[src/rtl/core/rsp_pkg.sv]
`timescale 1ns / 1ps
// ----------------------------------------------------------------------------
// rsp_pkg
// Shared types and codes for the run-length product merge block.
// ----------------------------------------------------------------------------
package rsp_pkg;

    typedef logic [1:0] t_req;
    typedef logic [1:0] t_status;

    // request codes
    localparam t_req REQ_RUN_A = 2'd0;
    localparam t_req REQ_RUN_B = 2'd1;
    localparam t_req REQ_FLUSH = 2'd2;

    // status codes
    localparam t_status ST_OK   = 2'd0;
    localparam t_status ST_BUSY = 2'd1;   // run for occupied side dropped
    localparam t_status ST_SAT  = 2'd2;   // held length clipped

    typedef struct packed {
        t_req        req_type;
        logic [15:0] run_value;
        logic [15:0] run_length;
    } t_item;

    typedef struct packed {
        logic        out_valid;
        logic [31:0] out_value;
        logic [31:0] out_length;
        logic        need_a;
        logic        need_b;
        t_status     status;
    } t_result;

endpackage

[src/rtl/core/rsp_in_if.sv]
`timescale 1ns / 1ps
// ----------------------------------------------------------------------------
// rsp_in_if
// Input channel: one run or flush request per word.
// ----------------------------------------------------------------------------
interface rsp_in_if import rsp_pkg::*; ();
    logic        valid;
    logic        ready;
    t_req        req_type;
    logic [15:0] run_value;
    logic [15:0] run_length;

    modport source (output valid, output req_type, output run_value,
                    output run_length, input ready);
    modport sink   (input valid, input req_type, input run_value,
                    input run_length, output ready);
endinterface

[src/rtl/core/rsp_out_if.sv]
`timescale 1ns / 1ps
// ----------------------------------------------------------------------------
// rsp_out_if
// Output channel: one result word per accepted input word.
// ----------------------------------------------------------------------------
interface rsp_out_if import rsp_pkg::*; ();
    logic        valid;
    logic        ready;
    logic        out_valid;
    logic [31:0] out_value;
    logic [31:0] out_length;
    logic        need_a;
    logic        need_b;
    t_status     status;

    modport source (output valid, output out_valid, output out_value,
                    output out_length, output need_a, output need_b,
                    output status, input ready);
    modport sink   (input valid, input out_valid, input out_value,
                    input out_length, input need_a, input need_b,
                    input status, output ready);
endinterface

[src/rtl/core/rle_stream_product_merge.sv]
`timescale 1ns / 1ps
// ----------------------------------------------------------------------------
// rle_stream_product_merge
// Element-wise product of two run-length encoded streams, merged on the fly.
// ----------------------------------------------------------------------------
// Each input word is a run for side A, a run for side B, or a flush; every
// accepted word yields exactly one result word, in order. Throughput is one
// word per clock while the sink is ready: a word is captured in the input
// register, is combined with the pending/held run state by one 16x16
// multiply plus a 32-bit compare and add, and lands in the output register.
// The input register refills while the output register still holds a
// result that the sink has not yet taken; the pipeline stalls only when
// both registers are occupied and the sink is not ready. A result carries
// need_a/need_b so the producer knows which side to feed next. A run sent
// to a side that is already occupied is dropped with status ST_BUSY; a
// zero-length run is silently discarded. When merging would overflow the
// 32-bit held length it clips at all ones and reports ST_SAT. A flush emits
// the held run (if any) and leaves pending side runs in place.
// ----------------------------------------------------------------------------
module rle_stream_product_merge import rsp_pkg::*; (
    input  logic       i_clk,
    input  logic       i_rst_n,
    rsp_in_if.sink     i_in,
    rsp_out_if.source  o_out
);

    // input register
    logic    r_in_valid;
    t_item   r_in;
    // output register
    logic    r_out_valid;
    t_result r_res;

    logic    adv;        // word in the input register moves to the output
    t_result comb_res;

    assign adv        = r_in_valid && (!r_out_valid || o_out.ready);
    assign i_in.ready = !r_in_valid || adv;

    always_ff @(posedge i_clk) begin
        if (!i_rst_n) begin
            r_in_valid <= 1'b0;
        end else if (i_in.ready) begin
            r_in_valid <= i_in.valid;
        end
    end

    always_ff @(posedge i_clk) begin
        if (i_in.ready && i_in.valid) begin
            r_in.req_type   <= i_in.req_type;
            r_in.run_value  <= i_in.run_value;
            r_in.run_length <= i_in.run_length;
        end
    end

    // state update happens exactly once per word, when it advances
    rsp_combine u_combine (
        .i_clk    (i_clk),
        .i_rst_n  (i_rst_n),
        .i_step   (adv),
        .i_item   (r_in),
        .o_result (comb_res)
    );

    always_ff @(posedge i_clk) begin
        if (!i_rst_n) begin
            r_out_valid <= 1'b0;
        end else if (adv) begin
            r_out_valid <= 1'b1;
        end else if (o_out.ready) begin
            r_out_valid <= 1'b0;
        end
    end

    always_ff @(posedge i_clk) begin
        if (adv) begin
            r_res <= comb_res;
        end
    end

    assign o_out.valid      = r_out_valid;
    assign o_out.out_valid  = r_res.out_valid;
    assign o_out.out_value  = r_res.out_value;
    assign o_out.out_length = r_res.out_length;
    assign o_out.need_a     = r_res.need_a;
    assign o_out.need_b     = r_res.need_b;
    assign o_out.status     = r_res.status;

`ifndef SYNTHESIS
    // a combine always empties at least one side
    a_one_side_open: assert property (@(posedge i_clk) disable iff (!i_rst_n)
        r_out_valid |-> (r_res.need_a || r_res.need_b))
        else $error("both sides still pending after a step");

    // no emitted run unless out_valid
    a_idle_zero: assert property (@(posedge i_clk) disable iff (!i_rst_n)
        (r_out_valid && !r_res.out_valid) |->
            (r_res.out_value == 32'd0 && r_res.out_length == 32'd0))
        else $error("payload nonzero without out_valid");

    // dropped runs and saturating merges never emit
    a_err_no_emit: assert property (@(posedge i_clk) disable iff (!i_rst_n)
        (r_out_valid && (r_res.status == ST_BUSY || r_res.status == ST_SAT))
            |-> !r_res.out_valid)
        else $error("emit together with error status");

    // a stalled input word is held, not lost
    a_in_hold: assert property (@(posedge i_clk) disable iff (!i_rst_n)
        (r_in_valid && !adv) |=> (r_in_valid && $stable(r_in)))
        else $error("input register changed while stalled");
`endif

endmodule

[src/rtl/core/rsp_combine.sv]
`timescale 1ns / 1ps
// ----------------------------------------------------------------------------
// rsp_combine
// Pending-run and held-run state with the single-step combine/merge logic.
// ----------------------------------------------------------------------------
module rsp_combine import rsp_pkg::*; (
    input  logic    i_clk,
    input  logic    i_rst_n,
    input  logic    i_step,
    input  t_item   i_item,
    output t_result o_result
);

    logic [15:0] r_a_value, r_a_left, r_b_value, r_b_left;
    logic        r_a_full, r_b_full;
    logic [31:0] r_held_value, r_held_length;
    logic        r_held_full;

    logic [15:0] n_a_value, n_a_left, n_b_value, n_b_left;
    logic        n_a_full, n_b_full;
    logic [31:0] n_held_value, n_held_length;
    logic        n_held_full;

    logic        is_run, sel_a, occupied, load;
    logic        a_full1, b_full1;
    logic [15:0] a_val1, b_val1, a_left1, b_left1, take, a_rem, b_rem;
    logic [31:0] prod;
    logic [32:0] sum;
    logic        combine, merge;

    always_comb begin
        is_run   = (i_item.req_type == REQ_RUN_A) || (i_item.req_type == REQ_RUN_B);
        sel_a    = (i_item.req_type == REQ_RUN_A);
        occupied = is_run && (sel_a ? r_a_full : r_b_full);
        load     = is_run && !occupied && (i_item.run_length != 16'd0);

        // side state after taking in the new run
        a_full1 = r_a_full  || (load && sel_a);
        b_full1 = r_b_full  || (load && !sel_a);
        a_val1  = (load && sel_a)  ? i_item.run_value  : r_a_value;
        a_left1 = (load && sel_a)  ? i_item.run_length : r_a_left;
        b_val1  = (load && !sel_a) ? i_item.run_value  : r_b_value;
        b_left1 = (load && !sel_a) ? i_item.run_length : r_b_left;

        combine = is_run && !occupied && a_full1 && b_full1;
        prod    = {16'd0, a_val1} * {16'd0, b_val1};
        take    = (a_left1 < b_left1) ? a_left1 : b_left1;
        a_rem   = a_left1 - take;
        b_rem   = b_left1 - take;
        merge   = r_held_full && (r_held_value == prod);
        sum     = {1'b0, r_held_length} + {17'd0, take};

        n_a_value     = a_val1;
        n_a_left      = a_left1;
        n_a_full      = a_full1;
        n_b_value     = b_val1;
        n_b_left      = b_left1;
        n_b_full      = b_full1;
        n_held_value  = r_held_value;
        n_held_length = r_held_length;
        n_held_full   = r_held_full;

        o_result            = '0;
        o_result.status     = occupied ? ST_BUSY : ST_OK;

        if (combine) begin
            if (merge) begin
                n_held_length = sum[32] ? 32'hFFFF_FFFF : sum[31:0];
                if (sum[32]) begin
                    o_result.status = ST_SAT;
                end
            end else begin
                if (r_held_full) begin
                    o_result.out_valid  = 1'b1;
                    o_result.out_value  = r_held_value;
                    o_result.out_length = r_held_length;
                end
                n_held_value  = prod;
                n_held_length = {16'd0, take};
                n_held_full   = 1'b1;
            end
            n_a_left = a_rem;
            n_b_left = b_rem;
            if (a_rem == 16'd0) begin
                n_a_full  = 1'b0;
                n_a_value = '0;
            end
            if (b_rem == 16'd0) begin
                n_b_full  = 1'b0;
                n_b_value = '0;
            end
        end else if ((i_item.req_type == REQ_FLUSH) && r_held_full) begin
            o_result.out_valid  = 1'b1;
            o_result.out_value  = r_held_value;
            o_result.out_length = r_held_length;
            n_held_full   = 1'b0;
            n_held_value  = '0;
            n_held_length = '0;
        end

        o_result.need_a = !n_a_full;
        o_result.need_b = !n_b_full;
    end

    always_ff @(posedge i_clk) begin
        if (!i_rst_n) begin
            r_a_value     <= '0;
            r_a_left      <= '0;
            r_a_full      <= 1'b0;
            r_b_value     <= '0;
            r_b_left      <= '0;
            r_b_full      <= 1'b0;
            r_held_value  <= '0;
            r_held_length <= '0;
            r_held_full   <= 1'b0;
        end else if (i_step) begin
            r_a_value     <= n_a_value;
            r_a_left      <= n_a_left;
            r_a_full      <= n_a_full;
            r_b_value     <= n_b_value;
            r_b_left      <= n_b_left;
            r_b_full      <= n_b_full;
            r_held_value  <= n_held_value;
            r_held_length <= n_held_length;
            r_held_full   <= n_held_full;
        end
    end

endmodule
[src/flat_wrapper.sv]
// flat-port wrapper written by rule: the top's interface ports become plain ports
module rle_stream_product_merge_flat import rsp_pkg::*;
  (i_clk, i_rst_n, i_in_valid, i_in_req_type, i_in_run_value, i_in_run_length, i_in_ready, o_out_valid, o_out_out_valid, o_out_out_value, o_out_out_length, o_out_need_a, o_out_need_b, o_out_status, o_out_ready);
  rsp_in_if i_in_i ();
  rsp_out_if o_out_i ();
  input  logic i_clk;
  input  logic i_rst_n;
  input wire logic [$bits(i_in_i.valid)-1:0] i_in_valid;
  input wire logic [$bits(i_in_i.req_type)-1:0] i_in_req_type;
  input wire logic [$bits(i_in_i.run_value)-1:0] i_in_run_value;
  input wire logic [$bits(i_in_i.run_length)-1:0] i_in_run_length;
  output wire logic [$bits(i_in_i.ready)-1:0] i_in_ready;
  output wire logic [$bits(o_out_i.valid)-1:0] o_out_valid;
  output wire logic [$bits(o_out_i.out_valid)-1:0] o_out_out_valid;
  output wire logic [$bits(o_out_i.out_value)-1:0] o_out_out_value;
  output wire logic [$bits(o_out_i.out_length)-1:0] o_out_out_length;
  output wire logic [$bits(o_out_i.need_a)-1:0] o_out_need_a;
  output wire logic [$bits(o_out_i.need_b)-1:0] o_out_need_b;
  output wire logic [$bits(o_out_i.status)-1:0] o_out_status;
  input wire logic [$bits(o_out_i.ready)-1:0] o_out_ready;
  assign i_in_i.valid = i_in_valid;
  assign i_in_i.req_type = i_in_req_type;
  assign i_in_i.run_value = i_in_run_value;
  assign i_in_i.run_length = i_in_run_length;
  assign i_in_ready = i_in_i.ready;
  assign o_out_valid = o_out_i.valid;
  assign o_out_out_valid = o_out_i.out_valid;
  assign o_out_out_value = o_out_i.out_value;
  assign o_out_out_length = o_out_i.out_length;
  assign o_out_need_a = o_out_i.need_a;
  assign o_out_need_b = o_out_i.need_b;
  assign o_out_status = o_out_i.status;
  assign o_out_i.ready = o_out_ready;
  rle_stream_product_merge u_core (.i_clk(i_clk), .i_rst_n(i_rst_n), .i_in(i_in_i), .o_out(o_out_i));
endmodule
[config.mk]
export PLATFORM = sky130hd
export DESIGN_NAME = rle_stream_product_merge_flat
export DESIGN_NICKNAME = d
export VERILOG_FILES = /design/src/rtl/core/rsp_pkg.sv /design/src/rtl/core/rsp_in_if.sv /design/src/rtl/core/rsp_out_if.sv /design/src/rtl/core/rle_stream_product_merge.sv /design/src/rtl/core/rsp_combine.sv /design/src/flat_wrapper.sv
export SDC_FILE = /design/constraint.sdc
export NUM_CORES = 1
export LEC_CHECK = 0
export BUFFER_PORTS_ARGS = -buffer_cell sky130_fd_sc_hd__buf_4
export CORE_MARGIN = 3
export CORE_UTILIZATION = 64
export DETAILED_ROUTE_END_ITERATION = 8
export GPL_ROUTABILITY_DRIVEN = 0
export PLACE_DENSITY_LB_ADDON = 0.25
export SYNTH_ARGS = -nofsm -noshare
export SYNTH_HDL_FRONTEND = slang
export SYNTH_SLANG_ARGS = --single-unit
[constraint.sdc]
create_clock -name i_clk -period 11.8 [get_ports i_clk]
set_input_delay 0.59 -clock i_clk [delete_from_list [all_inputs] [get_ports i_clk]]
set_output_delay 0.59 -clock i_clk [all_outputs]
set_load 0.1 [all_outputs]
=== Yosys cells after proc, flatten, opt, wreduce, memory -nomap -nowiden ===
Index checks and enable logic that the tools add are counted.
Widths: inputs -> output; s select.

* Add/subtract/negate cells: 3
* $mul: 1
* Order comparisons: 1
* Equal/unequal tests: 4
* Mux-type cells: 35
* Reduce and logical (&&, ||, !) cells: 30

{| class="wikitable"
|+ Operator list
! operator !! count
|-
| $mux 65 || 4
|-
| $mux 32 || 6
|-
| $mux 16 || 11
|-
| $add 32x16->33 || 1
|-
| $eq 32x32->1 || 1
|-
| $logic_not 16->1 || 2
|-
| $mul 16x16->32 || 1
|-
| $sub 16x16->16 || 2
|-
| $lt 16x16->1 || 1
|-
| $reduce_bool 16->1 || 1
|-
| $logic_and 1x1->1 || 11
|-
| $mux 1 || 11
|-
| $logic_not 1->1 || 6
|-
| $mux 2 || 3
|-
| $logic_or 1x1->1 || 5
|-
| $reduce_bool 2->1 || 2
|-
| $reduce_and 3->1 || 1
|-
| $eq 2x1->1 const B || 1
|-
| $eq 2x2->1 const B || 1
|-
| $logic_not 2->1 || 1
|-
| $ne 2x2->1 const B || 1
|-
| $reduce_and 2->1 || 1
|}

* Register bits: 236
* Bits of input ports: 38
* Output and inout port bits: 71
* Logic and storage cells: 94

=== Depth between registers and ports, before layout ===
* Word-level depth: 15
* Mapped depth: 38
* Depth with buffers taken out: 30

=== Cells and area by module ===
Synthesis repeated with hierarchy kept, for this count alone.

* Cell total of the unflattened synthesis: 2469
* Area total of the unflattened synthesis: 22341.4 µm²

{| class="wikitable"
|+ By module, submodules not included
! module !! instances !! cells an instance !! area each (µm²)
|-
| rsp_combine || 1 || 2357 || 19144.6
|-
| rle_stream_product_merge || 1 || 112 || 3196.8
|}

=== Least setup slack after synthesis ===
OpenSTA, ideal clock, no wires.

* Kind: flip-flop to flip-flop
* Start point: register u_core.r_in[0] in the netlist's numbering
* End point: register u_core.r_res, in the netlist u_core.o_out.status[1], data pin
* Data arrival time: 8528 ps
* Path slack: 3115 ps
* Stages on the path, launching flop included: 33
* Clock period less this slack: 8685 ps
* Cell sequence: edfxtp_1 > nor4_1 > and4_1 > nor2_2 > nand2_2 > buf_1 > clkinv_1 > clkbuf_1 > nand2_1 > nand2_1 > clkbuf_1 > nand2_1 > fa_1 > fa_1 > inv_1 > fa_1 > inv_1 > fa_1 > fa_1 > fa_1 > inv_1 > ha_1 > a211oi_1 > o21ai_0 > a221oi_2 > mux2_2 > o31ai_1 > o211ai_1 > a211oi_2 > buf_2 > nand4_1 > or4b_1 > nor3_1

* Cells in the longest elaborated chain, start to end: 10
* Elaborated cells on any way between the ends: 21
* Classes of those cells: add/sub (1); mul (1); order compare (1); eq/ne (1); mux (8); reduce/logical (9)

{| class="wikitable"
|+ RTL lines
! element !! RTL line !! RTL
|-
| start: declaration || rle_stream_product_merge.sv:29 || <nowiki>t_item r_in;</nowiki>
|-
| branches (longest 9 deep; another with $mul 16x16->32) || n/a ||
|-
| $mux 2 * || rsp_combine.sv:66 || <nowiki>if (combine) begin</nowiki>
|-
| end signal: assignment || rle_stream_product_merge.sv:77 || <nowiki>r_res <= comb_res;</nowiki>
|-
| end: declaration || rle_stream_product_merge.sv:32 || <nowiki>t_result r_res;</nowiki>
|}

Every way passes the cells marked *.
A chain may end at the register's enable or synchronous reset.

==> out/results.txt <==
Status -> complete, no violations
Via count of the first global-routing pass -> 19180
I/O pins -> 109
Top cell type's share of synthesized area -> 17.30%
Slew margin rel. -> 9.722%
Largest net degree at the start of global routing -> 66
Synth async-reset ratio -> 0%
GR Overflow Total -> 0
Gr usage total -> 32.11%
# Max-Cap Violations -> 0
CTS tree -> built
N_diodes -> 0
Critical path arrival -> 11.13 ns
DR DRC count -> 0
Die height -> 194.7 um
DIE AREA -> 37930 um2
Worst-Skew Late Latency -> 0.54 ns
Net count after synthesis -> 2936
Predominant post-synthesis flop cell -> dfxtp_1
Clock root buffer -> clkbuf_16
DP HPWL -> 47050 um
Detailed Routing Iterations Pass 1 -> 7
Share of cells above drive strength 1 -> 8.573%
Starting Density -> 65.52%
Min Clock Period, post-route -> 10.73 ns
Drt wl/cell -> 20.41 um
Synth unique cells -> 89
Cell taking the most area after synthesis -> fa_1
# resized after CTS -> 0
Yosys Warn Count -> 0
# setup viols final -> 0
Largest family of logic cells by synthesized area -> adder cells
Wl on met1 -> 25360 um
XOR/XNOR Fraction of Synth Area -> 4.127%
H-Tree Depth -> 1
Met2 WL -> 27610 um
Peak VDD IR -> 0.1277 mV
Mux contribution to synthesized area -> 3.990%
Clock Skews -> 0.01276 ns
Via count -> 19570
Syn Inst Count -> 2536
Register area share after synthesis -> 25.24%
Row cnt -> 68
Chip width -> 194.7 um
Via-to-Cell Ratio -> 6.452
TNS Setup -> 0 ns
Adder-cell share of the synthesized area -> 26.35%
Critical path class -> reg -> reg
Post-synthesis area per instance -> 8.990 um2
Max Root-Sink Buffers -> 3
Final #Nets -> 2959
Power Dens Cells -> 111.2 nW/um2
Type of the worst min-delay path -> in -> reg
Post-route ant nets -> 0
Storage cell area -> 5756 um2
Met3 wire len -> 6577 um
Fin. Hold Viols -> 0
Hold WS -> 0.2318 ns
Critical path fanouts, max -> 65
Drt total wl -> 61910 um
Total CTS buffers -> 25
FF+latch count, synth -> 236
Synth Area in Simple Gates -> 17.56%
Multi-input combinational cell area -> 15580 um2
Compound-Gate Fraction of Synth Area -> 16.12%
First-pass GRT wire length -> 100200 um
DRT iter0 DRCs -> 2396
Fin crit share -> 90.91%
CTS Hold Buffers Added -> 0
Initial antenna violation count -> 2
Leakage power -> 10.39 nW
Critical Path End Type -> register
Slew Viols, Final -> 0
Measured slew at the worst slew-check pin -> 1.317 ns
CP Data Required Time -> 12.20 ns
Synth-to-layout area growth -> 8.144%
Synthesized area -> 22800 um2
Number of synthesized flops with an enable pin -> 103
Core Region -> 34800 um2
Area contributors post-synth -> fa_1 17%, edfxtp_1 14%, dfxtp_1 12%
Top routing layer used -> met5
Critical Path Start Type -> register
Fill cells -> 2552
FMAX -> 0.09322 GHz
RSZ-0062 raised after global routing -> false
Setup bufs post-CTS -> 0
Clock slew at reported path FFs -> 0.07 ns
Sink Count -> 236
Port-buffer cells -> 108
-- cells in the final DEF, fill, tap and decap left out, types with 84 or more instances in the layout --
cell and instances:
ha_1 165, edfxtp_1 103, dfxtp_1 133, nor2_1 179
nand2_1 334, a21oi_1 94, o21ai_0 118, fa_1 197
and2_1 84, buf_4 132, inv_1 248
-- cells by family after synthesis --
family	count (synthesis)
simple gates	840
compound gates	531
buf+inv	387
fa+ha+maj	362
flops	236
xor+xnor	93
mux	87
-- Yosys cell counts (13+ instances only) --
cell / instances
nand2_1: 334
inv_1: 249
fa_1: 197
nor2_1: 179
ha_1: 165
dfxtp_1: 133
o21ai_0: 118
edfxtp_1: 103
a21oi_1: 95
clkbuf_1: 89
and2_1: 84
mux2i_1: 67
xnor2_1: 52
a32oi_1: 50
and3_1: 44
o211ai_1: 34
nand3_1: 33
xor2_1: 32
buf_2: 27
a21o_1: 24
a31oi_1: 22
a32o_1: 22
nor3_1: 21
nand2b_1: 20
nand4_1: 20
nor4_1: 20
o21ai_1: 19
mux2_2: 18
a211oi_1: 17
nor2b_1: 17
o211a_1: 17
buf_1: 16
or3_1: 14
a21boi_0: 13
o21a_1: 13
o31ai_1: 13
-- final timing paths --
path	from	end	slack (ns)	cells after the start
setup / recovery	u_core.r_in[32]$_DFFE_PP_	u_core.o_out.out_length[15]$_DFFE_PP_	1.07	25
hold / removal	i_in_run_length[4]	u_core.r_in[4]$_DFFE_PP_	0.23	1
setup reg to reg	u_core.r_in[32]$_DFFE_PP_	u_core.o_out.out_length[15]$_DFFE_PP_	1.07	25
hold reg to reg	u_core.u_combine.r_a_value[7]$_SDFFE_PN0P_	u_core.u_combine.r_a_value[7]$_SDFFE_PN0P_	0.47	1
-- layer usage --
layer	vias up	track usage [%]
met3	196	7.246
li1	8871	-
met5	-	0
met4	4	10.85
met2	1160	50.16
met1	9337	44.64
-- worst max-delay path: stages (launching register included) --
cell	delay (ns)
edfxtp_1	0.65
mux2i_1	0.34
nand2b_1	0.14
nand2b_1	0.33
nor2_8	0.76
mux2i_1	1.14
nor2_1	0.16
fa_1	0.59
inv_1	0.06
fa_1	0.50
fa_1	0.51
fa_1	0.49
inv_1	0.05
fa_1	0.43
ha_1	0.29
ha_1	0.48
a211oi_1	0.40
o21bai_1	0.22
o2111a_1	0.29
o21ai_1	0.24
nand3_1	0.20
o311a_1	0.39
and3_1	0.20
and4_2	0.41
a21oi_4	0.98
and2_1	0.26
-- where the power goes --
part	internal, W	switching [W]	leakage [nW]
Clock	0.000455	0.000328	0.395
Sequential	0.000879	0.0000190	2.05
Combinational	0.000366	0.000695	7.94
Total	0.00170	0.00104	10.4
-- per-stage QoR --
stage	power (W)	cell area (um2)	utilization [%]	cells	worst slack, ns
3_3_place_gp	0.001911	23850	68.52	2987	1.398
6_report	0.002742	24660	70.85	3033	1.072
2_1_floorplan	0.001687	22800	-	2536	3.115
5_1_grt	0.002871	24660	70.85	3033	0.4225
4_1_cts	0.002721	24660	70.85	3033	1.097
3_5_place_dp	0.001938	23850	68.52	2987	1.136
-- registers in the layout, summed over array words and instances (netlist names), 16 cells and up --
register,cells
u_core.u_combine.r_held_length,32
u_core.u_combine.r_a_value,16
u_core.u_combine.r_b_left,16
u_core.o_out.out_length,32
u_core.u_combine.r_a_left,16
u_core.u_combine.r_held_value,32
u_core.u_combine.r_b_value,16
u_core.r_in,34
u_core.o_out.out_value,32
-- final cells by class --
cell class	count	share of cell area (%)
clock inverters	11	0.4770
multi-input cells	1913	63.21
well taps	455	2.309
flip-flops and latches	236	23.34
repair buffers	132	4.019
inverters	251	3.831
clock buffers	35	2.811
No activity file was read; power rests on OpenSTA's default activity.
